<file path="config.mk">
export PLATFORM = sky130hd
export DESIGN_NAME = hids_queue
export DESIGN_NICKNAME = d
export VERILOG_FILES = /design/src/hdl/hids_pkg.sv /design/src/hdl/hids_queue.sv
export SDC_FILE = /design/constraint.sdc
export NUM_CORES = 1
export LEC_CHECK = 0
export BUFFER_PORTS_ARGS = -buffer_cell sky130_fd_sc_hd__buf_2
export CAP_MARGIN = 5
export CORE_ASPECT_RATIO = 1.2
export CORE_UTILIZATION = 35
export DETAILED_ROUTE_END_ITERATION = 16
export SLEW_MARGIN = 20
export SYNTH_ARGS = -nofsm -noshare
export SYNTH_HDL_FRONTEND = slang
export SYNTH_SLANG_ARGS = --single-unit
</file>
<file path="constraint.sdc">
create_clock -name clk -period 3.8 [get_ports clk]
set_input_delay 0.38 -clock clk [delete_from_list [all_inputs] [get_ports clk]]
set_output_delay 0.38 -clock clk [all_outputs]
set_load 0.01 [all_outputs]
</file>
<file path="src/hdl/hids_pkg.sv">
package hids_pkg;

    localparam int TABLE_DEPTH = 256;
    localparam int CNT_W = $clog2(TABLE_DEPTH + 1);
    localparam int ADDR_W = (TABLE_DEPTH > 1) ? $clog2(TABLE_DEPTH) : 1;

    localparam int QUEUE_DEPTH = 2;
    localparam int QPTR_W = (QUEUE_DEPTH > 1) ? $clog2(QUEUE_DEPTH) : 1;
    localparam int QCNT_W = $clog2(QUEUE_DEPTH + 1);

    localparam logic [63:0] HASH_SEED = 64'd2166136261;
    localparam logic [23:0] HASH_MULT = 24'd8494653;

    localparam logic [1:0] REQ_LOOKUP = 2'd0;
    localparam logic [1:0] REQ_INSERT = 2'd1;
    localparam logic [1:0] REQ_CLEAR = 2'd2;

    typedef enum logic [1:0] {
        OP_LOOKUP = 2'd0,
        OP_INSERT = 2'd1,
        OP_CLEAR = 2'd2
    } op_t;

    typedef struct packed {
        op_t op;
        logic invalid;
        logic [63:0] hash;
    } job_t;

endpackage

</file>
<file path="src/hdl/hids_queue.sv">
module hids_queue (
    input  logic clk,
    input  logic rst_n,
    input  logic push,
    input  hids_pkg::job_t push_job,
    input  logic pop,
    output logic full,
    output logic empty,
    output hids_pkg::job_t head_job
);

    hids_pkg::job_t slot_reg [hids_pkg::QUEUE_DEPTH];
    logic [hids_pkg::QPTR_W-1:0] wr_ptr_reg;
    logic [hids_pkg::QPTR_W-1:0] rd_ptr_reg;
    logic [hids_pkg::QCNT_W-1:0] cnt_reg;
    logic do_push;
    logic do_pop;

    assign full = (cnt_reg == hids_pkg::QCNT_W'(hids_pkg::QUEUE_DEPTH));
    assign empty = (cnt_reg == '0);
    assign head_job = slot_reg[rd_ptr_reg];
    assign do_push = push && !full;
    assign do_pop = pop && !empty;

    always_ff @(posedge clk) begin
        if (do_push) begin
            slot_reg[wr_ptr_reg] <= push_job;
        end
    end

    always_ff @(posedge clk or negedge rst_n) begin
        if (!rst_n) begin
            wr_ptr_reg <= '0;
            rd_ptr_reg <= '0;
            cnt_reg <= '0;
        end else begin
            if (do_push) begin
                if (wr_ptr_reg == hids_pkg::QPTR_W'(hids_pkg::QUEUE_DEPTH - 1)) begin
                    wr_ptr_reg <= '0;
                end else begin
                    wr_ptr_reg <= wr_ptr_reg + 1'b1;
                end
            end
            if (do_pop) begin
                if (rd_ptr_reg == hids_pkg::QPTR_W'(hids_pkg::QUEUE_DEPTH - 1)) begin
                    rd_ptr_reg <= '0;
                end else begin
                    rd_ptr_reg <= rd_ptr_reg + 1'b1;
                end
            end
            if (do_push && !do_pop) begin
                cnt_reg <= cnt_reg + 1'b1;
            end else if (do_pop && !do_push) begin
                cnt_reg <= cnt_reg - 1'b1;
            end
        end
    end

endmodule

</file>
After elaboration in Yosys (flattened, before gate mapping)
Memory sizes are Yosys's and may differ from the RTL's.
Index checks and enable logic that the tools add are counted.
{ "totals": {"ff_bits": 4, "mem_bits_rw": 134, "output_inout_bits": 69, "word_cells": 25, "n_memories": 1} }
{ "memory_table": {"columns": ["name", "words", "word_bits", "rd", "rd_ports_with_merged_regs", "write_ports", "line_no", "source"], "rows": [
  ["slot_reg", 2, 67, 1, 0, 1, "hids_queue.sv:12", "hids_pkg::job_t slot_reg [hids_pkg::QUEUE_DEPTH];"]
]} }
{ "classes": {"n_addsub": 4, "n_eq_ne": 1, "mux": 6, "reduce_logical": 10} }
{ "op_table": {"columns": ["cell", "count"], "rows": [
  ["$logic_and 1x1->1", 4],
  ["$logic_not 1->1", 4],
  ["$mux 1", 4],
  ["$mux 2", 2],
  ["$add 1x1->1 const B", 2],
  ["$add 2x1->2 const B", 1],
  ["$eq 2x2->1 const B", 1],
  ["$logic_not 2->1", 1],
  ["$reduce_bool 2->1", 1],
  ["$sub 2x1->2 const B", 1]
]} }

Depth between registers and ports, before layout
{ "depth": {"word_depth": 7, "mapped_depth": 7, "depth_no_buf": 7} }

Least setup slack after synthesis
OpenSTA, ideal clock, no wires.
{ "synth_path": {"path_kind": "register -> register", "start": "reg cnt_reg[0] (netlist name)", "end": "mem slot_reg[0][0] (netlist name), enable pin", "setup_ns": 0.492, "t_arrival_ns": 3.444, "required_ns": 3.308, "setup_slack_ns": -0.136, "path_stages_with_launch": 4, "n_path_buf": 0, "path_cell_list": "dfrtp_1 nand2b_1 nand2_1 nor2_1"} }
{ "synth_via": {"elab_chain_len": 5} }
{ "synth_rtl": {"columns": ["element", "line_no", "source"], "rows": [
  ["start, declared", "hids_queue.sv:15", "logic [hids_pkg::QCNT_W-1:0] cnt_reg;"],
  ["start signal, assigned", "hids_queue.sv:52", "cnt_reg <= cnt_reg + 1'b1;"],
  ["start signal, assigned", "hids_queue.sv:54", "cnt_reg <= cnt_reg - 1'b1;"],
  ["$eq 2x2->1", "hids_queue.sv:19", "assign full = (cnt_reg == hids_pkg::QCNT_W'(hids_pkg::QUEUE_DEPTH));"],
  ["$logic_not 1->1", "hids_queue.sv:22", "assign do_push = push && !full;"],
  ["$logic_and 1x1->1", "hids_queue.sv:22", null],
  ["$mux 1", "hids_queue.sv:26", "if (do_push) begin"],
  ["$mux 1 (not written as such)", "hids_queue.sv:27", "slot_reg[wr_ptr_reg] <= push_job;"],
  ["end, declared", "hids_queue.sv:12", null]
]} }
Every way passes these cells.

==> run_summary.xml <==
<?xml version="1.0" encoding="UTF-8"?>
<metrics>
  <group name="layout">
    <metric name="insertedDiodeCount" unit="">0</metric>
    <metric name="area_growth" unit="%">29.1</metric>
    <metric name="register_area" unit="um2">4130</metric>
    <metric name="largest_register_ffs" unit="">134</metric>
    <metric name="final_layout_size_suffix_gt1_share" unit="%">61.7</metric>
    <metric name="finalNetCount" unit="">453</metric>
    <metric name="multi_input_area" unit="um2">931</metric>
    <metric name="fillers" unit="">1252</metric>
  </group>
  <group name="logic_synthesis">
    <metric name="syn_area" unit="um2">5120</metric>
    <metric name="syn-num-nets" unit="">300</metric>
    <metric name="synth.yosys.warnings" unit="">0</metric>
    <metric name="async_reset_ff_share" unit="%">2.90</metric>
    <metric name="synth.lib_cells_used.distinct" unit="">16</metric>
    <metric name="ys_ff_latch" unit="">138</metric>
    <metric name="synthCells" unit="">228</metric>
    <metric name="synth-seq-area-share" unit="%">80.5</metric>
    <metric name="synth_enable_flop_cells" unit="">134</metric>
    <metric name="yosys_most_used_dff" unit="">sky130_fd_sc_hd__edfxtp_1</metric>
    <metric name="syn-mean-instance-area" unit="um2">22.5</metric>
  </group>
  <group name="clocking">
    <metric name="tritoncts_clock_tree" unit="">yes</metric>
    <metric name="worstSkewPairLatency" unit="ps">420</metric>
    <metric name="number_of_buffers_on_the_longest_clock_path" unit="">2</metric>
    <metric name="cts-buffers-inserted" unit="">17</metric>
    <metric name="reg_clk_slew_reported_paths" unit="ps">60</metric>
    <metric name="cts_root_buffer" unit="">sky130_fd_sc_hd__clkbuf_16</metric>
    <metric name="cts_sinks" unit="">138</metric>
    <metric name="h-tree-depth" unit="">4</metric>
    <metric name="post_cts_buffers" unit="">0</metric>
  </group>
  <group name="sta">
    <metric name="clock-skew-final" unit="ps">7.78</metric>
    <metric name="timing.final.setup_violations" unit="">0</metric>
    <metric name="hold_slack" unit="ps">151</metric>
    <metric name="slew_violations" unit="">0</metric>
    <metric name="layout_worst_path_cycle_share" unit="%">66.6</metric>
    <metric name="rsz_0062_raised_after_global_routing" unit="">no</metric>
    <metric name="final_hold_viol_count" unit="">0</metric>
    <metric name="fin_crit" unit="ps">2530</metric>
    <metric name="slew_headroom" unit="%">30.2</metric>
    <metric name="max_slew.worst_pin.slew" unit="ps">1050</metric>
    <metric name="max_clock_freq" unit="MHz">395</metric>
    <metric name="fin_tns_setup" unit="ps">0</metric>
  </group>
  <group name="run">
    <metric name="drv_cap" unit="">0</metric>
  </group>
  <group name="placement">
    <metric name="port_buffers" unit="">139</metric>
    <metric name="dp.final_hpwl" unit="um">5340</metric>
    <metric name="place.gp.congestion" unit="">0.634</metric>
  </group>
  <group name="setup_path">
    <metric name="cp.required" unit="ps">3420</metric>
    <metric name="regToRegStartpoint" unit="">cnt_reg[0]</metric>
    <metric name="reg_to_reg_critical_path_endpoint" unit="">slot_reg[1][34]</metric>
    <metric name="startpoint" unit="">rd_ptr_reg</metric>
    <metric name="crit_type" unit="">reg2out</metric>
    <metric name="regToRegSetupSlack" unit="ps">1980</metric>
    <metric name="cp_max_fo" unit="">68</metric>
    <metric name="worst_ep_arrival_time" unit="ps">2150</metric>
    <metric name="ff2ff_path_depth" unit="">2</metric>
    <metric name="worstSetupEndpoint" unit="">head_job[3]</metric>
    <metric name="worst_setup_path_start_kind" unit="">register</metric>
    <metric name="setup.worst_path.end_class" unit="">primary output</metric>
  </group>
  <group name="power">
    <metric name="cell_area_power_density" unit="nW/um2">798</metric>
    <metric name="leakage" unit="uW">0.00254</metric>
    <metric name="worst_ir_drop_vdd" unit="V">0.000744</metric>
  </group>
  <group name="floorplan">
    <metric name="vertical_die_dimension" unit="um">135</metric>
    <metric name="die_x" unit="um">112</metric>
    <metric name="die-area" unit="um2">15100</metric>
    <metric name="placement_rows" unit="">48</metric>
    <metric name="core_region_area" unit="um2">14400</metric>
    <metric name="initial_utilization" unit="%">35.7</metric>
    <metric name="boundaryPins" unit="">140</metric>
  </group>
  <group name="grt">
    <metric name="largest_net_degree_at_the_start_of_global_routing" unit="">69</metric>
    <metric name="via_count_of_the_first_global_routing_pass" unit="">2675</metric>
    <metric name="grt_use_total" unit="%">12.1</metric>
    <metric name="grt_overflow_total" unit="">0</metric>
    <metric name="grt_antenna_before_repair" unit="">0</metric>
    <metric name="grt_first_pass_wirelength" unit="um">13300</metric>
  </group>
  <group name="worst_hold_path">
    <metric name="worst_hold_path_type" unit="">in2reg</metric>
  </group>
  <group name="run_status">
    <metric name="outcome" unit="">completed</metric>
  </group>
  <group name="route">
    <metric name="detailedRoute.firstPassIterationCount" unit="">6</metric>
    <metric name="detailedRoute.firstIterationViolations" unit="">123</metric>
    <metric name="dr_total_vias" unit="">2573</metric>
    <metric name="remaining_drc_errors" unit="">0</metric>
    <metric name="totalWireLength" unit="um">8690</metric>
    <metric name="route.antenna.remaining_nets" unit="">0</metric>
    <metric name="routedWlPerCell" unit="um">15.3</metric>
    <metric name="via_per_inst" unit="">4.52</metric>
  </group>
</metrics>
[kinds of logic (layout without fill, tap and decap cells)]
group	Yosys count	after routing	share of synthesized area [%]
DFF	138	138	80.5
AOI/OAI and AO/OA	1	1	0.0976
buffers and inverters	10	176	1.56
muxes	67	67	16.2
xor gates and xnor gates	5	5	0.855
adders and majority gates	1	1	0.244
and+or+nand+nor	6	6	0.537
[critical path, cell delays in order (launching register included)]
cell and delay, ps:
sky130_fd_sc_hd__dfrtp_4 1090, sky130_fd_sc_hd__mux2_2 430, sky130_fd_sc_hd__buf_2 140
[synth_stat cells (2+ instances only)]
library cell / instances / area (um2)
sky130_fd_sc_hd__edfxtp_1: 134 / 4020
sky130_fd_sc_hd__buf_6: 2 / 22.5
sky130_fd_sc_hd__buf_8: 2 / 30.0
sky130_fd_sc_hd__inv_1: 2 / 7.51
sky130_fd_sc_hd__buf_2: 4 / 20.0
sky130_fd_sc_hd__nor2_1: 3 / 11.3
sky130_fd_sc_hd__dfrtp_1: 4 / 100
sky130_fd_sc_hd__xnor2_1: 3 / 26.3
sky130_fd_sc_hd__mux2_2: 47 / 529
sky130_fd_sc_hd__xor2_1: 2 / 17.5
sky130_fd_sc_hd__mux2_4: 20 / 300
[per-layer routing]
layer  routed length (um)  track usage, %  vias to the layer above
met1                 3310            12.3                     1265
met2                 4600            20.7                       86
met5                    0               0                        -
met3                  585            5.57                       16
met4                  207            6.89                        0
li1                     -               -                     1206
[cell usage in the layout (no fill, tap or decap), types with 2 or more instances in the layout]
cell and instances:
sky130_fd_sc_hd__clkinv_2 2, sky130_fd_sc_hd__buf_4 2, sky130_fd_sc_hd__clkbuf_8 5, sky130_fd_sc_hd__nor2_1 2, sky130_fd_sc_hd__xor2_1 2, sky130_fd_sc_hd__bufinv_16 2, sky130_fd_sc_hd__mux2_4 20, sky130_fd_sc_hd__edfxtp_1 134
sky130_fd_sc_hd__clkinvlp_4 6, sky130_fd_sc_hd__buf_2 139, sky130_fd_sc_hd__inv_1 2, sky130_fd_sc_hd__xnor2_1 3, sky130_fd_sc_hd__mux2_2 47, sky130_fd_sc_hd__clkbuf_16 17, sky130_fd_sc_hd__dfrtp_1 3
[timing repair]
action,in CTS,in global routing
endpoints found under the hold margin,4,0
gates resized for setup,0,0
hold buffers,1,0
[worst min-delay path by stage]
stage	slack, ps	from	end	depth (start not counted)
after floorplan	80	rst_n	cnt_reg[0]	0
after global placement	190	rst_n	cnt_reg[1]	1
after detailed placement	190	rst_n	cnt_reg[0]	1
after CTS	120	push_job[19]	slot_reg[0][19]	1
after global routing	120	push_job[60]	slot_reg[1][60]	1
final	150	push_job[42]	slot_reg[0][42]	1
[power breakdown]
part / internal, uW / switching [uW]
combinational: 696 / 610
clock: 1050 / 594
sequential: 2090 / 246
[area by class of cell]
class,instances,share of cell area (%)
Multi-Input combinational cell,80,14.1
Inverter,2,0.113
Timing Repair Buffer,142,10.9
Sequential cell,138,62.4
Tap cell,175,3.31
Clock buffer,22,7.47
Clock inverter,10,1.74
[per-stage QoR]
step / instance area, um2 / util [%] / setup WS (ps) / cells / power [uW]
global route: 6620 / 46.1 / 1150 / 569 / 5550
floorplan: 5120 / - / 985 / 228 / 3230
detailed placement: 6000 / 41.8 / 1660 / 536 / 3710
global placement: 6000 / 41.8 / 1680 / 536 / 3690
finish: 6620 / 46.1 / 1270 / 569 / 5280
CTS: 6620 / 46.1 / 1180 / 569 / 5390
No activity file was read; power rests on OpenSTA's default activity.
