<file path="src/hdl/hids_pkg.sv">
package hids_pkg;

    localparam int TABLE_DEPTH = 256;
    localparam int CNT_W = $clog2(TABLE_DEPTH + 1);
    localparam int ADDR_W = (TABLE_DEPTH > 1) ? $clog2(TABLE_DEPTH) : 1;

    localparam int QUEUE_DEPTH = 2;
    localparam int QPTR_W = (QUEUE_DEPTH > 1) ? $clog2(QUEUE_DEPTH) : 1;
    localparam int QCNT_W = $clog2(QUEUE_DEPTH + 1);

    localparam logic [63:0] HASH_SEED = 64'd2166136261;
    localparam logic [23:0] HASH_MULT = 24'd8494653;

    localparam logic [1:0] REQ_LOOKUP = 2'd0;
    localparam logic [1:0] REQ_INSERT = 2'd1;
    localparam logic [1:0] REQ_CLEAR = 2'd2;

    typedef enum logic [1:0] {
        OP_LOOKUP = 2'd0,
        OP_INSERT = 2'd1,
        OP_CLEAR = 2'd2
    } op_t;

    typedef struct packed {
        op_t op;
        logic invalid;
        logic [63:0] hash;
    } job_t;

endpackage

</file>
<file path="src/hdl/hids_front.sv">
module hids_front (
    input  logic clk,
    input  logic rst_n,
    input  logic start,
    output logic busy,
    input  logic [1:0] req_type,
    input  logic [7:0] key_char,
    input  logic key_last,
    input  logic q_full,
    output logic q_push,
    output hids_pkg::job_t q_job
);

    typedef enum logic [1:0] {
        FE_IDLE = 2'b01,
        FE_FINISH = 2'b10
    } fe_state_t;

    fe_state_t state_reg;
    logic [63:0] hash_reg;
    logic at_start_reg;
    logic stopped_reg;
    logic invalid_reg;
    logic [7:0] char_reg;
    logic last_reg;
    logic do_hash_reg;
    hids_pkg::op_t op_reg;
    logic [55:0] prod_lo_reg;
    logic [31:0] prod_hi_reg;

    logic accept;
    logic first_ok;
    logic rest_ok;
    logic [63:0] hash_next;

    function automatic logic is_letter(input logic [7:0] c);
        return ((c >= 8'h41) && (c <= 8'h5A)) || ((c >= 8'h61) && (c <= 8'h7A));
    endfunction

    function automatic logic is_digit(input logic [7:0] c);
        return (c >= 8'h30) && (c <= 8'h39);
    endfunction

    assign busy = (state_reg != FE_IDLE) || q_full;
    assign accept = start && !busy;
    assign first_ok = (key_char == 8'h5F) || is_letter(key_char);
    assign rest_ok = first_ok || is_digit(key_char);

    assign hash_next = (64'(prod_lo_reg) + {prod_hi_reg, 32'd0}) ^ {56'd0, char_reg};

    assign q_push = (state_reg == FE_FINISH) && (last_reg || (op_reg == hids_pkg::OP_CLEAR));
    always_comb begin
        q_job.op = op_reg;
        q_job.invalid = invalid_reg;
        if (invalid_reg) begin
            q_job.hash = '0;
        end else if (do_hash_reg) begin
            q_job.hash = hash_next;
        end else begin
            q_job.hash = hash_reg;
        end
    end

    always_ff @(posedge clk) begin
        if (accept) begin
            char_reg <= key_char;
            prod_lo_reg <= 56'(hash_reg[31:0]) * 56'(hids_pkg::HASH_MULT);
            prod_hi_reg <= hash_reg[63:32] * 32'(hids_pkg::HASH_MULT);
        end
    end

    always_ff @(posedge clk or negedge rst_n) begin
        if (!rst_n) begin
            state_reg <= FE_IDLE;
            hash_reg <= hids_pkg::HASH_SEED;
            at_start_reg <= 1'b1;
            stopped_reg <= 1'b0;
            invalid_reg <= 1'b0;
            last_reg <= 1'b0;
            do_hash_reg <= 1'b0;
            op_reg <= hids_pkg::OP_LOOKUP;
        end else begin
            case (state_reg)
                FE_IDLE:
                begin
                    if (accept) begin
                        last_reg <= key_last;
                        case (req_type)
                            hids_pkg::REQ_LOOKUP, hids_pkg::REQ_INSERT:
                            begin
                                op_reg <= (req_type == hids_pkg::REQ_INSERT) ?
                                          hids_pkg::OP_INSERT : hids_pkg::OP_LOOKUP;
                                state_reg <= FE_FINISH;
                                at_start_reg <= 1'b0;
                                if (at_start_reg) begin
                                    do_hash_reg <= first_ok;
                                    if (!first_ok) begin
                                        invalid_reg <= 1'b1;
                                        stopped_reg <= 1'b1;
                                    end
                                end else begin
                                    do_hash_reg <= !stopped_reg && rest_ok;
                                    if (!rest_ok) begin
                                        stopped_reg <= 1'b1;
                                    end
                                end
                            end
                            hids_pkg::REQ_CLEAR:
                            begin
                                op_reg <= hids_pkg::OP_CLEAR;
                                state_reg <= FE_FINISH;
                                do_hash_reg <= 1'b0;
                                hash_reg <= hids_pkg::HASH_SEED;
                                at_start_reg <= 1'b1;
                                stopped_reg <= 1'b0;
                                invalid_reg <= 1'b0;
                            end
                            default:
                            begin
                                state_reg <= FE_IDLE;
                            end
                        endcase
                    end
                end
                FE_FINISH:
                begin
                    state_reg <= FE_IDLE;
                    if (last_reg && (op_reg != hids_pkg::OP_CLEAR)) begin
                        hash_reg <= hids_pkg::HASH_SEED;
                        at_start_reg <= 1'b1;
                        stopped_reg <= 1'b0;
                        invalid_reg <= 1'b0;
                    end else if (do_hash_reg) begin
                        hash_reg <= hash_next;
                    end
                end
                default:
                begin
                    state_reg <= FE_IDLE;
                end
            endcase
        end
    end

    a_push_has_room: assert property (@(posedge clk) disable iff (!rst_n)
        q_push |-> !q_full)
        else $error("front pushed an item into a full queue");

    a_invalid_stops: assert property (@(posedge clk) disable iff (!rst_n)
        invalid_reg |-> stopped_reg && !at_start_reg)
        else $error("invalid key left hashing enabled");

endmodule

</file>
<file path="config.mk">
export PLATFORM = sky130hd
export DESIGN_NAME = hids_front
export DESIGN_NICKNAME = d
export VERILOG_FILES = /design/src/hdl/hids_pkg.sv /design/src/hdl/hids_front.sv
export SDC_FILE = /design/constraint.sdc
export NUM_CORES = 2
export LEC_CHECK = 0
export BUFFER_PORTS_ARGS = -buffer_cell sky130_fd_sc_hd__clkbuf_2
export CORE_MARGIN = 2
export CORE_UTILIZATION = 40
export DETAILED_ROUTE_END_ITERATION = 10
export GPL_TIMING_DRIVEN = 0
export PLACE_DENSITY = 0.65
export SYNTH_ARGS = -nofsm -noshare
export SYNTH_HDL_FRONTEND = slang
export SYNTH_SLANG_ARGS = --single-unit
export TNS_END_PERCENT = 5
</file>
<file path="constraint.sdc">
create_clock -name clk -period 6.6 [get_ports clk]
set_input_delay 0.99 -clock clk [delete_from_list [all_inputs] [get_ports clk]]
set_output_delay 0.99 -clock clk [all_outputs]
set_load 0.03 [all_outputs]
</file>
After elaboration in Yosys (flattened, before gate mapping)
Cells that the tools add are included.

storage, ports and cells
  input bits = 15
  bits in registers = 169
  output and inout port bits = 69

cells by class
  bitwise operators = 1
  muxes and demuxes = 28
  reductions and logical operators = 25
  $mul = 2
  order comparisons = 6
  equal/unequal tests = 16
  $add $sub $neg = 1

operators with widths
  kind                    number
  $mux 64                 5
  $pmux 64 s2             1
  $add 56x64->64          1
  $xor 64x8->64           1
  $mul 32x24->56 const B  1
  $mul 32x24->32 const B  1
  $ge 8x7->1 const B      2
  $le 8x7->1 const B      2
  $pmux 1 s2              7
  $reduce_and 6->1        2
  $mux 1                  11
  $eq 8x7->1 const B      1
  $ge 8x6->1 const B      1
  $le 8x6->1 const B      1
  $ne 4x4->1 const B      2
  $logic_and 1x1->1       7
  $eq 2x2->1 const B      3
  $mux 2                  3
  $ne 2x1->1 const B      3
  $ne 3x3->1 const B      2
  $reduce_and 3->1        2
  $logic_or 1x1->1        5
  $eq 2x1->1 const B      2
  $ne 2x2->1 const B      2
  other kinds (9)         11

Longest topological paths before layout
  depth after elaboration = 10
  depth in mapped cells = 24
  depth with buffers taken out = 23

Worst setup path after synthesis
No wires, ideal clock.

  path kind = reg-to-reg
  from = register hash_reg[15]
  to = register prod_lo_reg[52] (data pin)
  period minus slack after synthesis = 6.425 ns
  slack = 0.175 ns
  data arrival time = 6.155 ns
  stages on the path, launching flop included = 22
  data required time = 6.330 ns
  cells stage by stage = dfstp_2 fa_1 fa_1 ha_1 inv_1 fa_1 inv_1 fa_1 fa_1 inv_1 fa_1 inv_1 ha_1 a21o_1 a21o_1 a21o_1 a2111oi_4 a21oi_2 a311o_2 a31oi_4 o41ai_2 xor2_1

between the ends
  longest elaborated chain between the ends = 1

RTL lines
  element                 line               text
  start, declared         hids_front.sv:20   logic [63:0] hash_reg;
  start signal, assigned  hids_front.sv:75   hash_reg <= hids_pkg::HASH_SEED;
  start signal, assigned  hids_front.sv:113  hash_reg <= hids_pkg::HASH_SEED;
  start signal, assigned  hids_front.sv:129  hash_reg <= hids_pkg::HASH_SEED;
  $mul 32x24->56          hids_front.sv:67   prod_lo_reg <= 56'(hash_reg[31:0]) * 56'(hids_pkg::HASH_MULT);
  end signal, assigned    hids_front.sv:67
  end, declared           hids_front.sv:28   logic [55:0] prod_lo_reg;

Every way passes these cells.
A chain may end at the register's enable or synchronous reset.

Worst setup path in the final report
  from = register hash_reg[13]
  to = register prod_lo_reg[48] (data pin)

The elaborated chain is that of the path after synthesis.

==> results by group <==
Setup path
  • CP arrival: 7.12 ns
  • Worst setup EP type: register
  • Required time of the worst setup path: 6.85 ns
  • Worst R2R End: prod_lo_reg[48]
  • Critical Path Start Type: register
  • Reg2Reg Depth: 21
  • Worst R2R Start: hash_reg[13]
  • Setup CP Type: register to register
  • Largest fanout on the critical path: 11
  • R2r setup slk: -0.26 ns

Clock tree
  • Clock sinks: 169
  • CTS tree: done
  • Root Driver: clkbuf_16
  • Clock Tree Buf Depth: 2
  • CTS buffer count: 17
  • Clock H-tree levels: 4
  • Clock latency on the worst-skew pair: 0.51 ns
  • Clock-pin slew on the worst setup and hold paths: 0.10 ns

GRT
  • GR Overflow Total: 0
  • Initial antenna violation count: 0
  • First-pass GRT wire length: 116100 µm
  • Largest net degree at the start of global routing: 67
  • GRT Resource Usage Total: 20.82%
  • Number of global-route vias before repair: 20110

Yosys
  • Yosys reg bits: 169
  • Sequential share of the synthesized area: 16.69%
  • Mapped Cells: 2780
  • Syn Nets: 3721
  • Synth async-reset ratio: 43.20%
  • Yosys warns: 0
  • EDFF count, synth: 96
  • Post-Syn Area: 0.02834 mm²
  • Most used DFF post-synth: edfxtp_1
  • Cell variety after synth: 88
  • Syn Area/Cell: 10.20 µm²

Cells and area
  • Layout cells sized above 1: 8.960%
  • Finished Core Util: 44.46%
  • Storage element area: 0.004808 mm²
  • Area occupied by multi-input gates: 0.02092 mm²
  • Final-layout fill cell count: 6670
  • Nets: 3852
  • Area Overhead vs Synth: 10.04%
  • Layout Cells excl Fill: 3864
  • Max FFs per register: 64
  • # diodes: 0

STA
  • Final period util: 104.0%
  • RSZ-0062 raised after global routing: yes
  • Fin Clk Skew: 0.02161 ns
  • FMAX: 145.7 MHz
  • Hold Slack: 0.4110 ns
  • Endpoints failing setup: 12
  • Worst Tran Pin Value: 1.120 ns
  • Final hold violations: 0
  • Final WS setup: -0.2634 ns
  • Max transition margin: 25.34%
  • Min cycle time layout: 6.863 ns
  • Final Max Tran Viols: 0

Route
  • Antenna Violating Nets Remaining: 0
  • Routed vias: 19710
  • Routed WL: 72990 µm
  • Routed length per placed instance: 18.89 µm
  • Vias/cell: 5.101
  • Drc violations: 0
  • Drt pass-1 iters: 5
  • DR iter-0 viols: 1292

Floorplanning
  • Die outline width: 270.2 µm
  • Core Region: 0.07015 mm²
  • Initial Util: 40.41%
  • Site row count: 97
  • Die area: 0.07301 mm²
  • I/O pin total: 84
  • Die Ht: 270.2 µm

Placed design
  • Dpl cells: 3805
  • Final HPWL DP: 61030 µm
  • Placer congestion estimate: 0.8975
  • PortBufs: 83

Run
  • Max-Cap Viols: 0

Status
  • Outcome: finished with violations
  • Failing checks: setup timing

Hold path
  • Hold Crit Class: input port to async pin
## worst max-delay path, cell delays in order (launching register included)
cell	delay (ns)
dfrtp_2	0.55
fa_1	0.64
fa_1	0.45
ha_1	0.29
inv_1	0.05
fa_1	0.50
inv_1	0.05
fa_1	0.48
fa_1	0.49
inv_1	0.07
fa_1	0.48
inv_1	0.04
ha_1	0.34
a21oi_1	0.27
nand3_1	0.27
o2111ai_4	0.39
a21oi_4	0.10
buf_12	0.15
a311o_2	0.45
a31oi_4	0.26
o21ai_1	0.12
xor2_1	0.14
## layout make-up
class / instances / area share, %
Timing Repair Buffer: 114 / 2.295
Buffer: 50 / 0.6338
Inverter: 729 / 8.781
Clock inverter: 15 / 0.6780
Clock buffer: 17 / 1.364
Tap cell: 940 / 3.771
Multi-Input combinational cell: 1830 / 67.06
Sequential cell: 169 / 15.42
## synth_stat cells (all sizes together), types with 5 or more instances
master	n	area, µm²
a211oi	22	165.2
a21o	51	385.4
a21oi	85	436.7
a22o	25	219.0
a31oi	13	96.34
and2	10	63.81
and3	11	73.82
buf	9	38.79
clkbuf	43	166.4
dfrtp	57	1426
dfstp	16	420.4
edfxtp	96	2883
fa	428	8568
ha	498	6231
inv	728	2733
mux2i	40	400.4
nand2	81	306.6
nand2b	15	93.84
nand3	29	145.1
nand4	10	62.56
nor2	127	479.2
nor2b	10	62.56
nor3	22	110.1
nor3b	7	57.55
o2111ai	6	65.06
o211ai	14	105.1
o21a	16	120.1
o21ai	75	379.1
o21bai	13	97.59
o22a	10	87.58
o22ai	6	37.54
o31ai	8	60.06
or2	10	62.56
or3	5	32.53
xnor2	83	727.0
xor2	32	280.3
## worst max path at each step
stage / end / startpoint / slack, ns / depth (start not counted)
2_1_floorplan: prod_lo_reg[52] / hash_reg[15] / 0.18 / 21
3_3_place_gp: prod_lo_reg[52] / hash_reg[17] / -0.98 / 22
3_5_place_dp: prod_lo_reg[52] / hash_reg[17] / -0.99 / 22
4_1_cts: prod_lo_reg[52] / hash_reg[15] / -0.22 / 21
5_1_grt: prod_lo_reg[55] / hash_reg[27] / -0.44 / 24
6_report: prod_lo_reg[48] / hash_reg[13] / -0.26 / 21
## cells in the final DEF, fill, tap and decap left out, types with 7 or more instances in the layout
cell | Yosys | routed
dfrtp_1 | 57 | 32
o22a_1 | 10 | 10
edfxtp_1 | 96 | 96
nand2_1 | 80 | 79
nand4_1 | 10 | 10
clkbuf_2 | 1 | 84
clkbuf_16 | 0 | 17
a31oi_1 | 12 | 12
nor3_1 | 22 | 22
o21bai_1 | 13 | 13
a22o_1 | 25 | 25
nand3_1 | 29 | 29
o21ai_1 | 8 | 10
a211oi_1 | 22 | 21
clkbuf_1 | 41 | 39
and3_1 | 10 | 9
buf_4 | 1 | 28
or2_2 | 8 | 8
mux2i_1 | 40 | 40
nor2b_1 | 10 | 10
nor2_1 | 126 | 126
dfrtp_2 | 0 | 21
a21o_1 | 49 | 49
o21a_1 | 16 | 16
inv_1 | 728 | 722
a21oi_1 | 82 | 79
xnor2_1 | 83 | 83
fa_1 | 428 | 424
dfstp_4 | 0 | 10
xor2_1 | 32 | 32
o211ai_1 | 14 | 14
buf_1 | 7 | 7
nand2b_1 | 15 | 15
ha_1 | 498 | 490
o21ai_0 | 66 | 62
and2_1 | 9 | 8
## per-stage QoR
step	area, µm²	worst slack, ns	TNS [ns]
floorplan	28340	0.1755	0
global placement	29940	-0.9792	-16.39
detailed placement	30000	-0.9858	-15.97
CTS	31110	-0.2207	-1.378
global route	31190	-0.4352	-6.682
finish	31190	-0.2634	-1.606
## cell families after synthesis
logic type      synth area share, %
compound gates                9.698
xor+xnor                      3.553
fa+ha+maj                     52.21
buf+inv                       10.38
flops                         16.69
mux                           1.413
simple gates                  6.061
## layer usage
layer  up-vias  global-route usage [%]  wire length [µm]
li1       9242                       -                 -
met1      9874                   29.29             33620
met2       506                   32.54             32650
met3        90                   2.800              4053
met4         0                   8.186              2663
met5         -                       0                 0
## repair_timing
item / CTS / global route
pin swaps: 15 / 15
endpoints found under the setup margin: 32 / 28
buffers inserted: 26 / 3
hold buffers: 0 / 0
gates resized for setup: 71 / 22
Power is not shown: default switching activity piles up to over one toggle a cycle in this logic, so the estimate is an artifact.
